--- src/hdl/urfi_pkg.sv ---
// urfi_pkg: shared types, register offsets and constants of the uart register block
// used by urfi_rx_fifo and uart_register_model_rx_fifo_irq_core; no dependencies
package urfi_pkg;

  localparam int RX_DEPTH = 16;
  localparam int RX_AW    = (RX_DEPTH > 1) ? $clog2(RX_DEPTH) : 1;
  localparam int RX_CW    = $clog2(RX_DEPTH + 1);

  localparam int INT_W = 11;

  localparam logic [INT_W-1:0] INT_TX   = INT_W'(1 << 5);
  localparam logic [INT_W-1:0] INT_RX   = INT_W'(1 << 4);
  localparam logic [31:0]      PERIPH_ID = 32'h0014_1011;
  localparam logic [31:0]      CELL_ID   = 32'hB105_F00D;

  localparam logic [31:0] CTRL_RESET = 32'h0000_0300;
  localparam logic [31:0] IFLS_RESET = 32'h0000_0012;

  localparam logic [11:0] OFF_DATA  = 12'h000;
  localparam logic [11:0] OFF_RSR   = 12'h004;
  localparam logic [11:0] OFF_FLAG  = 12'h018;
  localparam logic [11:0] OFF_IBRD  = 12'h024;
  localparam logic [11:0] OFF_FBRD  = 12'h028;
  localparam logic [11:0] OFF_LCR   = 12'h02C;
  localparam logic [11:0] OFF_CTRL  = 12'h030;
  localparam logic [11:0] OFF_IFLS  = 12'h034;
  localparam logic [11:0] OFF_IMSC  = 12'h038;
  localparam logic [11:0] OFF_RIS   = 12'h03C;
  localparam logic [11:0] OFF_MIS   = 12'h040;
  localparam logic [11:0] OFF_ICR   = 12'h044;
  localparam logic [11:0] OFF_ID_LO = 12'hFE0;

  typedef enum logic [1:0] {
    OP_READ  = 2'd0,
    OP_WRITE = 2'd1,
    OP_RX    = 2'd2,
    OP_NONE  = 2'd3
  } op_t;

  typedef struct packed {
    logic       push;
    logic       pop;
    logic [7:0] push_data;
  } fifo_req_t;

  typedef struct packed {
    logic empty;
    logic full;
  } fifo_st_t;

  // id registers hold one byte each, peripheral id first, low byte first
  function automatic logic [7:0] id_byte(input logic [2:0] idx);
    logic [31:0] word;
    word = idx[2] ? CELL_ID : PERIPH_ID;
    return word[idx[1:0]*8 +: 8];
  endfunction

endpackage

--- src/hdl/uart_register_model_rx_fifo_irq_core.sv ---
// uart_register_model_rx_fifo_irq_core: top level of the uart register block
// depends on urfi_pkg and urfi_rx_fifo
//
// usage: each input request is a bus read, a bus write or a received character
// (in_operation), with in_offset, in_write_data and in_rx_char as payload.
// every request produces exactly one result on the out_ channel: read data,
// decode hit, transmit character, interrupt level after the request and a
// drop flag for characters that found the receive fifo full.
// out_valid rises in the cycle after acceptance. throughput: one request
// per cycle while out_ready is high; registers and the fifo pointers update
// in the accept cycle, a data read pops the fifo store, whose registered read
// port supplies out_read_data in the result cycle.
// when the receiver stalls, the result is held and in_ready drops until it
// is taken; in_ready follows out_ready in the same cycle, so no bubble.
// reset (rst_n low, synchronous): fifo empty, interrupt status and mask
// clear, control word 0x300, fifo level select 0x12; store contents are
// left as they were and only written entries are ever read.
module uart_register_model_rx_fifo_irq_core (
  input  logic        clk,
  input  logic        rst_n,
  input  logic        in_valid,
  output logic        in_ready,
  input  logic [1:0]  in_operation,
  input  logic [11:0] in_offset,
  input  logic [31:0] in_write_data,
  input  logic [7:0]  in_rx_char,
  output logic        out_valid,
  input  logic        out_ready,
  output logic [31:0] out_read_data,
  output logic        out_handled,
  output logic        out_tx_valid,
  output logic [7:0]  out_tx_char,
  output logic        out_irq_out,
  output logic        out_rx_dropped
);

  localparam int IW = urfi_pkg::INT_W;

  urfi_pkg::op_t       op;
  urfi_pkg::fifo_req_t fifo_req;
  urfi_pkg::fifo_st_t  fifo_st;
  logic [7:0]          fifo_rd;
  logic                accept;
  logic                is_id;

  logic          valid_r, valid_nxt;
  logic [IW-1:0] ists_r, ists_nxt;
  logic [IW-1:0] imsk_r, imsk_nxt;
  logic [15:0]   ibrd_r, ibrd_nxt;
  logic [5:0]    fbrd_r, fbrd_nxt;
  logic [7:0]    lcr_r, lcr_nxt;
  logic [31:0]   ctrl_r, ctrl_nxt;
  logic [31:0]   ifls_r, ifls_nxt;

  logic [31:0] rdata_r, rdata_nxt;
  logic        popsel_r, popsel_nxt;
  logic        handled_r, handled_nxt;
  logic        tx_r, tx_nxt;
  logic [7:0]  txch_r, txch_nxt;
  logic        irq_r, irq_nxt;
  logic        drop_r, drop_nxt;

  assign op       = urfi_pkg::op_t'(in_operation);
  assign in_ready = !valid_r || out_ready;
  assign accept   = in_valid && in_ready;
  assign is_id    = (in_offset >= urfi_pkg::OFF_ID_LO) && (in_offset[1:0] == 2'b00);

  urfi_rx_fifo u_fifo (
    .clk     (clk),
    .rst_n   (rst_n),
    .req     (fifo_req),
    .st      (fifo_st),
    .rd_data (fifo_rd)
  );

  always_comb begin
    ists_nxt    = ists_r;
    imsk_nxt    = imsk_r;
    ibrd_nxt    = ibrd_r;
    fbrd_nxt    = fbrd_r;
    lcr_nxt     = lcr_r;
    ctrl_nxt    = ctrl_r;
    ifls_nxt    = ifls_r;
    rdata_nxt   = '0;
    popsel_nxt  = 1'b0;
    handled_nxt = 1'b0;
    tx_nxt      = 1'b0;
    txch_nxt    = '0;
    drop_nxt    = 1'b0;
    fifo_req    = '{push: 1'b0, pop: 1'b0, push_data: in_rx_char};
    if (accept) begin
      case (op)
        urfi_pkg::OP_READ: begin
          handled_nxt = 1'b1;
          if (is_id) begin
            rdata_nxt = {24'd0, urfi_pkg::id_byte(in_offset[4:2])};
          end else begin
            case (in_offset)
              urfi_pkg::OFF_DATA: begin
                if (!fifo_st.empty) begin
                  fifo_req.pop = 1'b1;
                  popsel_nxt   = 1'b1;
                  ists_nxt     = ists_r & ~urfi_pkg::INT_RX;
                end
              end
              urfi_pkg::OFF_RSR:  rdata_nxt = '0;
              urfi_pkg::OFF_FLAG: rdata_nxt = {24'd0, 1'b1, !lcr_r[4], 1'b0,
                                               fifo_st.empty, 4'd0};
              urfi_pkg::OFF_IBRD: rdata_nxt = {16'd0, ibrd_r};
              urfi_pkg::OFF_FBRD: rdata_nxt = {26'd0, fbrd_r};
              urfi_pkg::OFF_LCR:  rdata_nxt = {24'd0, lcr_r};
              urfi_pkg::OFF_CTRL: rdata_nxt = ctrl_r;
              urfi_pkg::OFF_IFLS: rdata_nxt = ifls_r;
              urfi_pkg::OFF_IMSC: rdata_nxt = {(32-IW)'(0), imsk_r};
              urfi_pkg::OFF_RIS:  rdata_nxt = {(32-IW)'(0), ists_r};
              urfi_pkg::OFF_MIS:  rdata_nxt = {(32-IW)'(0), ists_r & imsk_r};
              default:            handled_nxt = 1'b0;
            endcase
          end
        end
        urfi_pkg::OP_WRITE: begin
          handled_nxt = 1'b1;
          if (!is_id) begin
            case (in_offset)
              urfi_pkg::OFF_DATA: begin
                tx_nxt   = 1'b1;
                txch_nxt = in_write_data[7:0];
                ists_nxt = ists_r | urfi_pkg::INT_TX;
              end
              urfi_pkg::OFF_RSR:  ;
              urfi_pkg::OFF_FLAG: ;
              urfi_pkg::OFF_IBRD: ibrd_nxt = in_write_data[15:0];
              urfi_pkg::OFF_FBRD: fbrd_nxt = in_write_data[5:0];
              urfi_pkg::OFF_LCR:  lcr_nxt  = in_write_data[7:0];
              urfi_pkg::OFF_CTRL: ctrl_nxt = in_write_data;
              urfi_pkg::OFF_IFLS: ifls_nxt = in_write_data;
              urfi_pkg::OFF_IMSC: imsk_nxt = in_write_data[IW-1:0];
              urfi_pkg::OFF_ICR:  ists_nxt = ists_r & ~in_write_data[IW-1:0];
              default:            handled_nxt = 1'b0;
            endcase
          end
        end
        urfi_pkg::OP_RX: begin
          if (fifo_st.full) begin
            drop_nxt = 1'b1;
          end else begin
            fifo_req.push = 1'b1;
            ists_nxt      = ists_r | urfi_pkg::INT_RX;
          end
        end
        default: ;
      endcase
    end
    // interrupt level after this request
    irq_nxt = |(ists_nxt & imsk_nxt);
  end

  always_comb begin
    valid_nxt = valid_r;
    if (accept) begin
      valid_nxt = 1'b1;
    end else if (out_ready) begin
      valid_nxt = 1'b0;
    end
  end

  always_ff @(posedge clk) begin
    if (!rst_n) begin
      valid_r <= 1'b0;
      ists_r  <= '0;
      imsk_r  <= '0;
      ibrd_r  <= '0;
      fbrd_r  <= '0;
      lcr_r   <= '0;
      ctrl_r  <= urfi_pkg::CTRL_RESET;
      ifls_r  <= urfi_pkg::IFLS_RESET;
    end else begin
      valid_r <= valid_nxt;
      ists_r  <= ists_nxt;
      imsk_r  <= imsk_nxt;
      ibrd_r  <= ibrd_nxt;
      fbrd_r  <= fbrd_nxt;
      lcr_r   <= lcr_nxt;
      ctrl_r  <= ctrl_nxt;
      ifls_r  <= ifls_nxt;
    end
  end

  // result payload only loads on an accepted request
  always_ff @(posedge clk) begin
    if (accept) begin
      rdata_r   <= rdata_nxt;
      popsel_r  <= popsel_nxt;
      handled_r <= handled_nxt;
      tx_r      <= tx_nxt;
      txch_r    <= txch_nxt;
      irq_r     <= irq_nxt;
      drop_r    <= drop_nxt;
    end
  end

  assign out_valid      = valid_r;
  assign out_read_data  = popsel_r ? {24'd0, fifo_rd} : rdata_r;
  assign out_handled    = handled_r;
  assign out_tx_valid   = tx_r;
  assign out_tx_char    = txch_r;
  assign out_irq_out    = irq_r;
  assign out_rx_dropped = drop_r;

`ifndef SYNTHESIS
  a_accept_loads: assert property (@(posedge clk) disable iff (!rst_n)
    accept |=> out_valid)
    else $error("accepted request produced no result");
  a_stall_blocks: assert property (@(posedge clk) disable iff (!rst_n)
    (out_valid && !out_ready) |-> !in_ready)
    else $error("request accepted over a stalled result");
  a_irq_level: assert property (@(posedge clk) disable iff (!rst_n)
    accept |=> out_irq_out == |(ists_r & imsk_r))
    else $error("irq level differs from masked status");
  a_tx_excl: assert property (@(posedge clk) disable iff (!rst_n)
    out_valid |-> !(out_tx_valid && out_rx_dropped) && !(popsel_r && out_tx_valid))
    else $error("conflicting result flags");
`endif

endmodule

--- src/hdl/urfi_rx_fifo.sv ---
// urfi_rx_fifo: receive fifo with head pointer, fill count and a synchronous store
// depends on urfi_pkg for depth, widths and the request/status structs
module urfi_rx_fifo (
  input  logic                 clk,
  input  logic                 rst_n,
  input  urfi_pkg::fifo_req_t  req,
  output urfi_pkg::fifo_st_t   st,
  output logic [7:0]           rd_data
);

  localparam int AW = urfi_pkg::RX_AW;
  localparam int CW = urfi_pkg::RX_CW;

  logic [7:0]    mem [urfi_pkg::RX_DEPTH];
  logic [AW-1:0] head_r, head_nxt;
  logic [CW-1:0] count_r, count_nxt;
  logic [CW:0]   wsum;
  logic [AW-1:0] waddr;

  assign st.empty = (count_r == '0);
  assign st.full  = (count_r == CW'(urfi_pkg::RX_DEPTH));

  // tail = (head + count) mod depth, sum stays below twice the depth
  always_comb begin
    wsum = (CW+1)'(head_r) + (CW+1)'(count_r);
    if (wsum >= (CW+1)'(urfi_pkg::RX_DEPTH)) begin
      wsum = wsum - (CW+1)'(urfi_pkg::RX_DEPTH);
    end
    waddr = wsum[AW-1:0];
  end

  always_comb begin
    head_nxt  = head_r;
    count_nxt = count_r;
    if (req.pop) begin
      head_nxt  = (head_r == AW'(urfi_pkg::RX_DEPTH - 1)) ? '0 : head_r + 1'b1;
      count_nxt = count_r - 1'b1;
    end else if (req.push) begin
      count_nxt = count_r + 1'b1;
    end
  end

  always_ff @(posedge clk) begin
    if (!rst_n) begin
      head_r  <= '0;
      count_r <= '0;
    end else begin
      head_r  <= head_nxt;
      count_r <= count_nxt;
    end
  end

  always_ff @(posedge clk) begin
    if (req.push) begin
      mem[waddr] <= req.push_data;
    end
    if (req.pop) begin
      rd_data <= mem[head_r];
    end
  end

`ifndef SYNTHESIS
  a_count_range: assert property (@(posedge clk) disable iff (!rst_n)
    count_r <= CW'(urfi_pkg::RX_DEPTH))
    else $error("rx fifo count above depth");
  a_no_push_full: assert property (@(posedge clk) disable iff (!rst_n)
    req.push |-> !st.full)
    else $error("push into full rx fifo");
  a_no_pop_empty: assert property (@(posedge clk) disable iff (!rst_n)
    req.pop |-> !st.empty)
    else $error("pop from empty rx fifo");
  a_push_count: assert property (@(posedge clk) disable iff (!rst_n)
    (req.push && !req.pop) |=> count_r == $past(count_r) + 1'b1)
    else $error("rx fifo count did not advance on push");
`endif

endmodule

--- config.mk ---
export PLATFORM = sky130hd
export DESIGN_NAME = uart_register_model_rx_fifo_irq_core
export DESIGN_NICKNAME = d
export VERILOG_FILES = /design/src/hdl/urfi_pkg.sv /design/src/hdl/uart_register_model_rx_fifo_irq_core.sv /design/src/hdl/urfi_rx_fifo.sv
export SDC_FILE = /design/constraint.sdc
export NUM_CORES = 1
export LEC_CHECK = 0
export BUFFER_PORTS_ARGS = -buffer_cell sky130_fd_sc_hd__buf_2
export CAP_MARGIN = 20
export CORE_AREA = 3 3 194 196
export CTS_BUF_LIST = sky130_fd_sc_hd__clkbuf_2
export DETAILED_ROUTE_END_ITERATION = 10
export DIE_AREA = 0 0 197 199
export GPL_ROUTABILITY_DRIVEN = 0
export PLACE_DENSITY = 0.59
export SYNTH_ARGS = -nofsm -noshare
export SYNTH_HDL_FRONTEND = slang
export SYNTH_SLANG_ARGS = --single-unit
export TNS_END_PERCENT = 20
--- constraint.sdc ---
create_clock -name clk -period 8.8 [get_ports clk]
set_input_delay 0.44 -clock clk [delete_from_list [all_inputs] [get_ports clk]]
set_output_delay 0.44 -clock clk [all_outputs]
set_load 0.05 [all_outputs]
# Yosys cells after proc, flatten, opt, wreduce, memory -nomap -nowiden
# Memory sizes are Yosys's and may differ from the RTL's. A register that Yosys moved wholly into a read port is not among the register bits.
# Index checks and enable logic that the tools add are counted.
# W data, S select, Z words.
dict set report classes {
  n_eq_ne 15
  reduce_logical 22
  n_lt_le_gt_ge 2
  shifts 1
  add_sub_neg 5
  mux 38
  n_bitwise 8
}
# op n
set op_table {}
lappend op_table {{$pmux W32 S9} 1}
lappend op_table {{$eq A12 B6 Y1 const B} 7}
lappend op_table {{$mux W11} 6}
lappend op_table {{$mux W32} 2}
lappend op_table {{$and A11 B11 Y11} 3}
lappend op_table {{$pmux W11 S3} 1}
lappend op_table {{$shiftx A32 B6 Y8} 1}
lappend op_table {{$mux W5} 6}
lappend op_table {{$eq A12 B7 Y1 const B} 2}
lappend op_table {{$pmux W11 S2} 1}
lappend op_table {{$reduce_or A11 Y1} 2}
lappend op_table {{$reduce_and A4 Y1} 5}
lappend op_table {{$mux W1} 16}
lappend op_table {{$eq A12 B3 Y1 const B} 1}
lappend op_table {{$eq A12 B5 Y1 const B} 1}
lappend op_table {{$ge A12 B12 Y1 const B} 1}
lappend op_table {{$logic_not A12 Y1} 1}
lappend op_table {{$not A11 Y11} 1}
lappend op_table {{$reduce_or A10 Y1} 1}
lappend op_table {{$mux W4} 2}
lappend op_table {{$mux W8} 1}
lappend op_table {{$add A4 B5 Y6} 1}
lappend op_table {{$ge A6 B5 Y1 const B} 1}
lappend op_table {{$add A5 B1 Y5 const B} 1}
lappend op_table {{other kinds (18)} 26}
dict set report word_totals {
  output_inout_bits 46
  n_memories 1
  word_cells 110
  ramBits 128
  inputBits 58
  register_bits 171
}
# name words word_bits rd rd_clocked_by_memory_dff wr line_no
set memory_table {}
lappend memory_table {u_fifo.mem 16 8 1 1 1 urfi_rx_fifo.sv:14} ;# logic [7:0] mem [urfi_pkg::RX_DEPTH];

# Logic depth before layout (Yosys ltp)
# Gate-level depths: netlist (run 1).
dict set report depth {
  depth_word 8
  mapped_depth 13
  mapped_depth_nobuf 12
}

# Modules after synthesis
# From an unflattened synthesis (run 1), not the netlist that was laid out.
dict set report unflattened {
  hier_cells 1107
  hier_area_um2 13121.3
}
# mod area_each_um2 cells_per_inst n_inst seq_area_each_um2
set by_module_without_submodules {}
lappend by_module_without_submodules {uart_register_model_rx_fifo_irq_core 7211.9 800 1 3693.5}
lappend by_module_without_submodules {urfi_rx_fifo 5909.4 307 1 4264.1}

# Worst setup path after synthesis (run 1)
# Ideal clock, no wire load.
dict set report synth_timing {
  kind {flip-flop to flip-flop}
  startpoint {register valid_r, in the netlist out_valid}
  endpoint {register u_fifo.count_r[4]}
  slack_ns 4.837
  t_arrival_ns 3.836
  required_ns 8.672
  path_stages_with_launch 13
  synth_period_minus_slack_ns 3.963
  setup_time_ns 0.128
  n_path_buf 0
  cell_sequence {dfxtp_1 nor2b_1 inv_1 nand2_1 inv_1 nand2_1 inv_1 ha_1 a21o_1 a21oi_1 mux2i_1 xor2_1 nor2_1}
}
# item line_no
set synth_rtl {}
lappend synth_rtl {{start: declaration} uart_register_model_rx_fifo_irq_core.sv:46} ;# logic valid_r, valid_nxt;
lappend synth_rtl {{start signal: assignment} uart_register_model_rx_fifo_irq_core.sv:178} ;# valid_r <= valid_nxt;
lappend synth_rtl {{end signal: assignment} urfi_rx_fifo.sv:49} ;# count_r <= count_nxt;
lappend synth_rtl {{end: declaration} urfi_rx_fifo.sv:16} ;# logic [CW-1:0] count_r, count_nxt;

==> reports/metrics.yaml, run 1 <==
status:
  status: "complete, no violations"
grt:
  grt_pass1_vias: 9530
  antenna_found_initial: 3
  grt_max_degree: 70
  grt-ovfl-total: 0
  grt_pass1_wl_mm: 52.3
  grt_usage_pct: 17.1
synthesis:
  ys.flop_type: "edfxtp_1"
  synth_fp_nets: 1169
  yosysTopAreaCell: "edfxtp_1"
  synthCells: 1099
  synth_most_common_cell: "nand2_1"
  synth_edf_count: 181
  avgSynthCellArea_um2: 11.8
  synth_common_cells: "nand2_1, edfxtp_1, dfxtp_1"
  synth-seq-cells: 307
  yosys_warnings: 0
  yosysSeqAreaShare_pct: 61.3
  ys_top_cells_by_area: "edfxtp_1, dfxtp_1, mux4_2, nand2_1, a21oi_1"
  synth.distinct_cells: 63
  async_reset_ff_share_pct: 0
  synthesis.area_um2: 13000
  yosysTopAreaCellShare_pct: 41.9
finish:
  finalNonFillerCells: 1808
  fillers: 3487
  fin_nets: 1348
  final_util_pct: 42.0
  regArea_um2: 7960
  stdcell_area_um2: 15200
  multi_input_area_um2: 4700
  syn2layout_area_growth_pct: 17.3
  drive_above_1_share_pct: 24.7
die:
  rows: 70
  io_pins: 104
  dieArea_um2: 39200
  die_x_um: 197
  chipHeight_um: 199
  initial_core_util_pct: 35.8
  core_um2: 36300
setup_path:
  crit_slowest_cell: "nor4_1"
  r2r_setup_slack_ns: 5.34
  max_stage_delay_ns: 0.63
  crit_type: "flop to flop"
  rr_worst_depth: 11
  crit_top_cell: "nor4_1"
  cp_data_required_time_ns: 9.51
  crit_arrival_ns: 4.17
  crit_fanout: 11
  path_cells: "nor4_1 > nor2b_1 > nor4_1 > nand2_1 > inv_1 > ha_1 > a21o_1 > a21oi_1 > mux2i_1 > xor2_1 > nor2_1"
  path_depth: 11
  startpoint_type: "flop"
  crit_family: "simple AND/OR/NAND/NOR gates"
  cp-end-kind: "flop"
  cp_num_buf_inv: 1
timing:
  worst_pin_slew_ns: 1.04
  fmax_mhz: 289
  final.min_clock_period_ns: 3.46
  final_max_slew_viol_count: 0
  clock_skew_ns: 0.0989
  timing.hold.ws_ns: 0.143
  setup_violations: 0
  slew-limit-headroom_pct: 29.0
  grt_setup_unrepaired: "no"
  fin_crit_sh_pct: 39.3
  fin_setup_tns_ns: 0
  final-hold-violation-count: 0
clock_tree:
  insertion_delay_ns: 0.89
  cts_tree: "built"
  cts_resized: 0
  path_clk_slew_ns: 0.11
  cts_sinks: 307
  cts_buffers: 82
  root_buffer: "clkbuf_2"
  cts_buffer_depth: 3
  htree_num_levels: 3
flow_run:
  drv_cap: 0
placed_design:
  dpl-instance-area_um2: 14000
  dp.cells: 1615
  hpwl_mm: 21.0
  io_buffers: 103
routing:
  ant_nets: 0
  wl_met3_mm: 2.10
  vias: 9370
  route.met2.wl_mm: 16.5
  drc: 0
  drt_wl_total_mm: 33.5
  drtIter0Drc: 672
  drt_pre_antenna_iters: 8
  wl_per_cell_um: 18.5
  met1Wirelength_mm: 14.0
  top_layer: "met5"
  vias_per_cell: 5.18
worst_hold_path:
  whs_path_depth: 3
  holdCritPathClass: "input pin to flop"
pwr:
  pwr_density_cell_nw_per_um2: 179
  p_leak_nw: 5.26
  peakVddDrop_mv: 0.116
-- state kept, by name, indices dropped and copies added (netlist names), 11 cells and up --
register,cells
rdata_r,32
ifls_r,32
ibrd_r,16
ctrl_r,32
ists_r,11
imsk_r,11
u_fifo.mem,128
-- where the power goes --
group          internal (mW)  total (mW)  switching, mW
sequential              1.53        1.53        0.00424
combinational         0.0457       0.153          0.107
clock                  0.449        1.03          0.584
total                   2.02        2.72          0.695
-- kinds of logic (layout without fill, tap and decap cells) --
group | Yosys count | count (layout) | share of synthesized area, %
simple gates | 401 | 401 | 14.5
flops | 307 | 307 | 61.3
compound gates | 214 | 214 | 10.5
other cells | 0 | 2 | 0
mux | 63 | 63 | 8.82
xor+xnor | 10 | 10 | 0.675
buf+inv | 92 | 331 | 2.88
fa+ha+maj | 12 | 12 | 1.27
-- metal layers --
| layer | GRT usage, % | vias to the layer above |
|---|---|---|
| met1 | 20.9 | 4518 |
| met5 | 0 | - |
| li1 | - | 4437 |
| met4 | 6.92 | 2 |
| met3 | 4.07 | 75 |
| met2 | 29.3 | 338 |
-- cell type report --
class	count	share of cell area, %
Clock buffer	119	3.91
Inverter	19	0.477
Tap cell	468	3.85
Antenna cell	2	0.0329
Timing Repair Buffer	168	7.37
Sequential cell	307	52.3
Clock inverter	25	1.18
Multi-Input combinational cell	700	30.9
-- layout by cell type, fill, tap and decap left out, types with 5 or more instances in the layout --
cell type and instances:
nand2_1 218, edfxtp_1 181, dfxtp_1 125, clkbuf_2 119, a21oi_1 109, buf_2 103, nor2_1 66, dlygate4sd3_1 47
mux4_2 40, a22oi_1 34, nor2b_1 28, buf_4 18, inv_1 17, clkinv_1 17, o31ai_1 13, mux2i_1 12
mux2_2 11, and2_1 11, nand4_1 10, ha_1 10, nor4_1 9, a222oi_1 9, or4_1 7, nand2b_1 7
nand3_1 7, a21o_1 6, xnor2_1 6, nor4_2 6, o21ai_0 6, a211oi_1 5, o211ai_1 5, a31oi_1 5
-- worst min-delay path, delay by kind of cell --
| kind | cells | cell delay (ns) |
|---|---|---|
| AOI/OAI and AO/OA | 2 | 0.27 |
| buffers and inverters | 1 | 0.20 |
-- worst paths after layout --
check               startpoint           endpoint
max          u_fifo.count_r[1]  u_fifo.count_r[4]
min reg2reg         ifls_r[12]         ifls_r[12]
min               in_offset[4]         rdata_r[0]
max reg2reg  u_fifo.count_r[1]  u_fifo.count_r[4]
-- stage by stage --
stage	setup slack, ns	total power, mW
6_report	5.34	2.72
5_1_grt	5.06	2.85
4_1_cts	5.35	2.76
3_5_place_dp	4.69	1.70
3_3_place_gp	4.74	1.70
2_1_floorplan	4.84	1.64
-- what timing repair did --
action	CTS	global route
endpoints found under the hold margin	255	0
setup buffers	0	0
hold buffers	47	0
No activity file was read; power rests on OpenSTA's default activity.
==> run 2, diff against run 1 <==
--- a/config.mk
+++ b/config.mk
@@ -12,7 +12,7 @@
 export DETAILED_ROUTE_END_ITERATION = 10
 export DIE_AREA = 0 0 197 199
 export GPL_ROUTABILITY_DRIVEN = 0
-export PLACE_DENSITY = 0.59
+export PLACE_DENSITY = 0.61
 export SYNTH_ARGS = -nofsm -noshare
 export SYNTH_HDL_FRONTEND = slang
 export SYNTH_SLANG_ARGS = --single-unit
==> constraint.sdc (replaced) <==
create_clock -name clk -period 3 [get_ports clk]
set_input_delay 0.15 -clock clk [delete_from_list [all_inputs] [get_ports clk]]
set_output_delay 0.15 -clock clk [all_outputs]
set_load 0.05 [all_outputs]
==> run 2 against run 1 <==
  * The flow now finishes with violations (negative setup slack)
  * Setup slack got worse by 5.4 ns
  * Non-clock buffer count increased by 75
  * Combinational power grew to 3.3 times the previous value
  * Clock power rose to 2.7 times the previous value
  * Largest power group unchanged
==> reports/metrics.yaml, run 2 (synthesis results as in run 1) <==
setup_path:
  crit_arrival_ns: 3.73
  crit_fanout: 4
  cp_data_required_time_ns: 3.71
  crit_type: "input pin to flop"
  startpoint_type: "input pin"
  cp-end-kind: "flop"
routing:
  vias: 9754
  drt_pre_antenna_iters: 5
  ant_nets: 0
  wl_per_cell_um: 18.2
  drtIter0Drc: 742
  wl_met3_mm: 2.44
  route.met2.wl_mm: 17.2
  drt_wl_total_mm: 34.2
  vias_per_cell: 5.20
  drc: 0
  top_layer: "met4"
  met1Wirelength_mm: 13.7
timing:
  final.min_clock_period_ns: 3.02
  worst_pin_slew_ns: 0.910
  final_max_slew_viol_count: 0
  setup_ws_ns: -0.0202
  clock_skew_ns: 0.0677
  slew-limit-headroom_pct: 38.8
  fmax_mhz: 331
  fin_crit_sh_pct: 101
  timing.hold.ws_ns: 0.0904
  setup_violations: 1
  grt_setup_unrepaired: "yes"
  final-hold-violation-count: 0
status:
  status: "complete, but fails checks"
  violations: "negative setup slack"
worst_hold_path:
  holdCritPathClass: "input pin to flop"
clock_tree:
  root_buffer: "clkbuf_2"
  cts_sinks: 307
  path_clk_slew_ns: 0.10
  cts_buffer_depth: 3
  cts_buffers: 79
  cts_tree: "built"
  htree_num_levels: 3
  insertion_delay_ns: 0.86
pwr:
  p_leak_nw: 5.59
  pwr_density_cell_nw_per_um2: 493
  peakVddDrop_mv: 0.353
finish:
  fillers: 3482
  drive_above_1_share_pct: 27.6
  stdcell_area_um2: 15900
  layout_common_cells: "nand2_1, edfxtp_1, clkbuf_2"
  largest_reg_flops: 128
  syn2layout_area_growth_pct: 22.2
  layout_commonest_cell: "nand2_1"
  fin_nets: 1420
  regMostFlops: "u_fifo.mem"
die:
  rows: 70
  initial_core_util_pct: 35.8
  io_pins: 104
  chipHeight_um: 199
  dieArea_um2: 39200
  die_x_um: 197
  core_um2: 36300
grt:
  grt_pass1_wl_mm: 53.7
  grt-ovfl-total: 0
  antenna_found_initial: 1
  grt_max_degree: 68
  grt_usage_pct: 17.5
  grt_pass1_vias: 10076
placed_design:
  hpwl_mm: 22.2
  io_buffers: 103
  dpl-instance-area_um2: 14400
flow_run:
  drv_cap: 0
run 2: layout make-up:
class / count / area, um^2 / share of cell area, %
Clock inverter: 12 / 72.6 / 0.458
Timing Repair Buffer: 243 / 1780 / 11.2
Antenna cell: 2 / 5.00 / 0.0316
Inverter: 19 / 85.1 / 0.537
Multi-Input combinational cell: 700 / 4730 / 29.9
Tap cell: 468 / 586 / 3.69
Sequential cell: 307 / 7960 / 50.2
Clock buffer: 126 / 631 / 3.98
run 2: worst max-delay path: stages:
cell and delay, ns:
dlygate4sd3_1 0.54, buf_2 0.14, or4_4 0.53, dlygate4sd3_1 0.58, or2_1 0.25, nor4_2 0.28, buf_4 0.16, nand2_4 0.06
clkinvlp_4 0.11, ha_4 0.22, a21o_1 0.16, a21oi_2 0.13, mux2i_1 0.22, xor2_1 0.15, nor2_1 0.05
run 2: worst paths after layout:
check        slack [ns]  cells past startpoint               from                 to
min reg2reg        0.46                      2         ifls_r[10]         ifls_r[10]
max reg2reg        0.23                      8          out_valid           lcr_r[0]
min                0.09                      4  in_write_data[20]         ifls_r[20]
max               -0.02                     15       in_offset[8]  u_fifo.count_r[4]
run 2: metrics by stage:
step | worst slack, ns | util [%] | std cells | power (mW) | setup TNS (ns)
2_1_floorplan | -0.0692 | - | 1099 | 4.83 | -0.0692
3_3_place_gp | 0.141 | 39.7 | 1662 | 5.01 | 0
3_5_place_dp | 0.118 | 39.7 | 1662 | 5.02 | 0
4_1_cts | 0.0183 | 43.7 | 1875 | 7.93 | 0
5_1_grt | -0.0380 | 43.7 | 1876 | 8.17 | -0.0726
6_report | -0.0202 | 43.7 | 1877 | 7.81 | -0.0202
run 2: power breakdown:
| group | internal (mW) | switching, mW |
|---|---|---|
| clock | 1.18 | 1.64 |
| sequential | 4.48 | 0.0160 |
| combinational | 0.170 | 0.328 |
run 2: timing repair:
item | CTS | global route
endpoints found under the setup margin | 0 | 2
hold buffers | 75 | 0
buffers inserted | 0 | 0
resized for setup | 0 | 3
endpoints found under the hold margin | 270 | 0
run 2: layer usage:
| metal | track usage, % | up-vias |
|---|---|---|
| met5 | 0 | - |
| met4 | 6.57 | 0 |
| met3 | 4.69 | 77 |
| met2 | 30.1 | 382 |
| met1 | 21.2 | 4704 |
| li1 | - | 4591 |
==> run 3, diff against run 2 <==
--- a/config.mk
+++ b/config.mk
@@ -8,7 +8,6 @@
 export BUFFER_PORTS_ARGS = -buffer_cell sky130_fd_sc_hd__buf_2
 export CAP_MARGIN = 20
 export CORE_AREA = 3 3 194 196
-export CTS_BUF_LIST = sky130_fd_sc_hd__clkbuf_2
 export DETAILED_ROUTE_END_ITERATION = 10
 export DIE_AREA = 0 0 197 199
 export GPL_ROUTABILITY_DRIVEN = 0
==> run 3 against run 2 <==
  * The flow now finishes without violations
  * Count of clock-buffer cells in the layout is 79 lower
  * First-iteration DRC count is 0.54% higher
  * Cell count is 6.2% lower
  * Worst hold slack worse by 0.060 ns
  * Sequential share of layout area is 0.11 points higher
  * Clock power is 43% higher
==> reports/metrics.yaml, run 3 (synthesis results as in run 1) <==
routing:
  ant_nets: 0
  drt_pre_antenna_iters: 8
  vias_per_cell: 5.24
  wl_per_cell_um: 18.9
  vias: 9231
  drtIter0Drc: 746
  drt_wl_total_mm: 33.3
  drc: 0
pwr:
  pwr_density_cell_nw_per_um2: 567
  switching_power_mw: 1.98
  pwr-share-clk_pct: 44.7
  p_comb_share_pct: 5.1
  swShare_pct: 22.0
  seq_power_share_pct: 50.2
  peakVddDrop_mv: 0.468
  p_int_mw: 7.00
  p_leak_nw: 5.38
timing:
  fin_crit_sh_pct: 90.1
  final-hold-violation-count: 0
  clock_skew_ns: 0.0328
  worst_pin_slew_ns: 0.893
  timing.hold.ws_ns: 0.0303
  setup_violations: 0
  final.min_clock_period_ns: 2.70
  final_max_slew_viol_count: 0
  fmax_mhz: 370
  slew-limit-headroom_pct: 40.0
  fin_setup_tns_ns: 0
  grt_setup_unrepaired: "no"
clock_tree:
  cts_sinks: 307
  cts_buffers: 34
  cts_buffer_depth: 3
  path_clk_slew_ns: 0.06
  htree_num_levels: 2
  cts_tree: "built"
  root_buffer: "clkbuf_16"
  insertion_delay_ns: 0.52
grt:
  antenna_found_initial: 3
  grt_pass1_wl_mm: 52.1
  grt_usage_pct: 16.9
  grt-ovfl-total: 0
  grt_max_degree: 68
  grt_pass1_vias: 9393
setup_path:
  cp-end-kind: "flop"
  rr_worst_depth: 12
  crit_type: "flop to flop"
  startpoint_type: "flop"
  cp_data_required_time_ns: 3.37
  crit_fanout: 5
  crit_arrival_ns: 3.07
finish:
  syn2layout_area_growth_pct: 21.9
  regMostFlops: "u_fifo.mem"
  largest_reg_flops: 128
  layout_common_cells: "nand2_1, edfxtp_1, dfxtp_1"
  stdcell_area_um2: 15800
  finalNonFillerCells: 1760
  fin_nets: 1336
  layout_commonest_cell: "nand2_1"
  drive_above_1_share_pct: 23.3
die:
  core_um2: 36300
  die_x_um: 197
  dieArea_um2: 39200
  rows: 70
  chipHeight_um: 199
  initial_core_util_pct: 35.8
  io_pins: 104
status:
  status: "complete, no violations"
placed_design:
  hpwl_mm: 22.2
  io_buffers: 103
  dp.cells: 1662
  dpl-instance-area_um2: 14400
worst_hold_path:
  whs_path_depth: 1
  holdCritPathClass: "input pin to flop"
flow_run:
  drv_cap: 0
==> run 3: cell types whose count changed in the layout (fill, tap and decap cells not counted), moves of 4 or more <==
cell	change
clkbuf_1	+9
clkbuf_16	+34
clkbuf_2	-126
clkbuf_8	+4
dlygate4sd3_1	-39
==> run 3: power groups by stage <==
stage | logic [mW] | clock network (mW) | registers [mW]
floorplan | 0.204 | 0 | 4.62
global placement | 0.415 | 0 | 4.60
detailed placement | 0.420 | 0 | 4.60
CTS | 0.459 | 4.10 | 4.51
global route | 0.488 | 4.27 | 4.51
finish | 0.456 | 4.02 | 4.51
==> run 3: per-stage QoR <==
step	power (mW)	worst slack, ns	utilization (%)
after floorplan	4.83	-0.0692	-
after global placement	5.01	0.141	39.7
after detailed placement	5.02	0.118	39.7
after CTS	9.07	0.313	43.6
after global routing	9.27	0.128	43.6
final	8.98	0.297	43.6
==> run 3: routing by layer <==
layer	wire [um]	track usage (%)	share of wire (%)
met5	13	0	0.039
met4	828	4.78	2.5
met3	2330	3.56	7.0
met2	16600	29.5	50
met1	13500	21.4	41
==> run 3: final cells by class <==
cell class | instances | area, um^2
Fill cell | 3400 | 20400
Sequential cell | 307 | 7960
Multi-Input combinational cell | 700 | 4720
Timing Repair Buffer | 204 | 1390
Clock buffer | 47 | 940
Tap cell | 468 | 586
Clock inverter | 13 | 131
Inverter | 19 | 85.1
Antenna cell | 2 | 5.00
==> run 3: repair_timing <==
item                       CTS  global route
setup buffers                0             0
setup endpoints to repair    0             0
hold buffers                36             0
resized for setup            0             0
hold endpoints to repair    90             0
==> run 3: path summary, 6_finish.rpt <==
path | start | end | slack (ns)
setup / recovery | u_fifo.count_r[1] | u_fifo.count_r[4] | 0.30
hold / removal | in_rx_char[4] | u_fifo.mem[10][4] | 0.03
setup reg to reg | u_fifo.count_r[1] | u_fifo.count_r[4] | 0.30
hold reg to reg | ifls_r[16] | ifls_r[16] | 0.45
==> run 3: critical path, cell delays in order (launching register included) <==
cell        delay (ns)
dfxtp_1           0.39
nor4_1            0.52
nor2b_1           0.24
nor4_1            0.07
buf_4             0.14
nand2_4           0.07
clkinvlp_4        0.14
ha_4              0.25
a21o_1            0.17
a21oi_2           0.13
mux2i_1           0.22
xor2_1            0.15
nor2_1            0.05
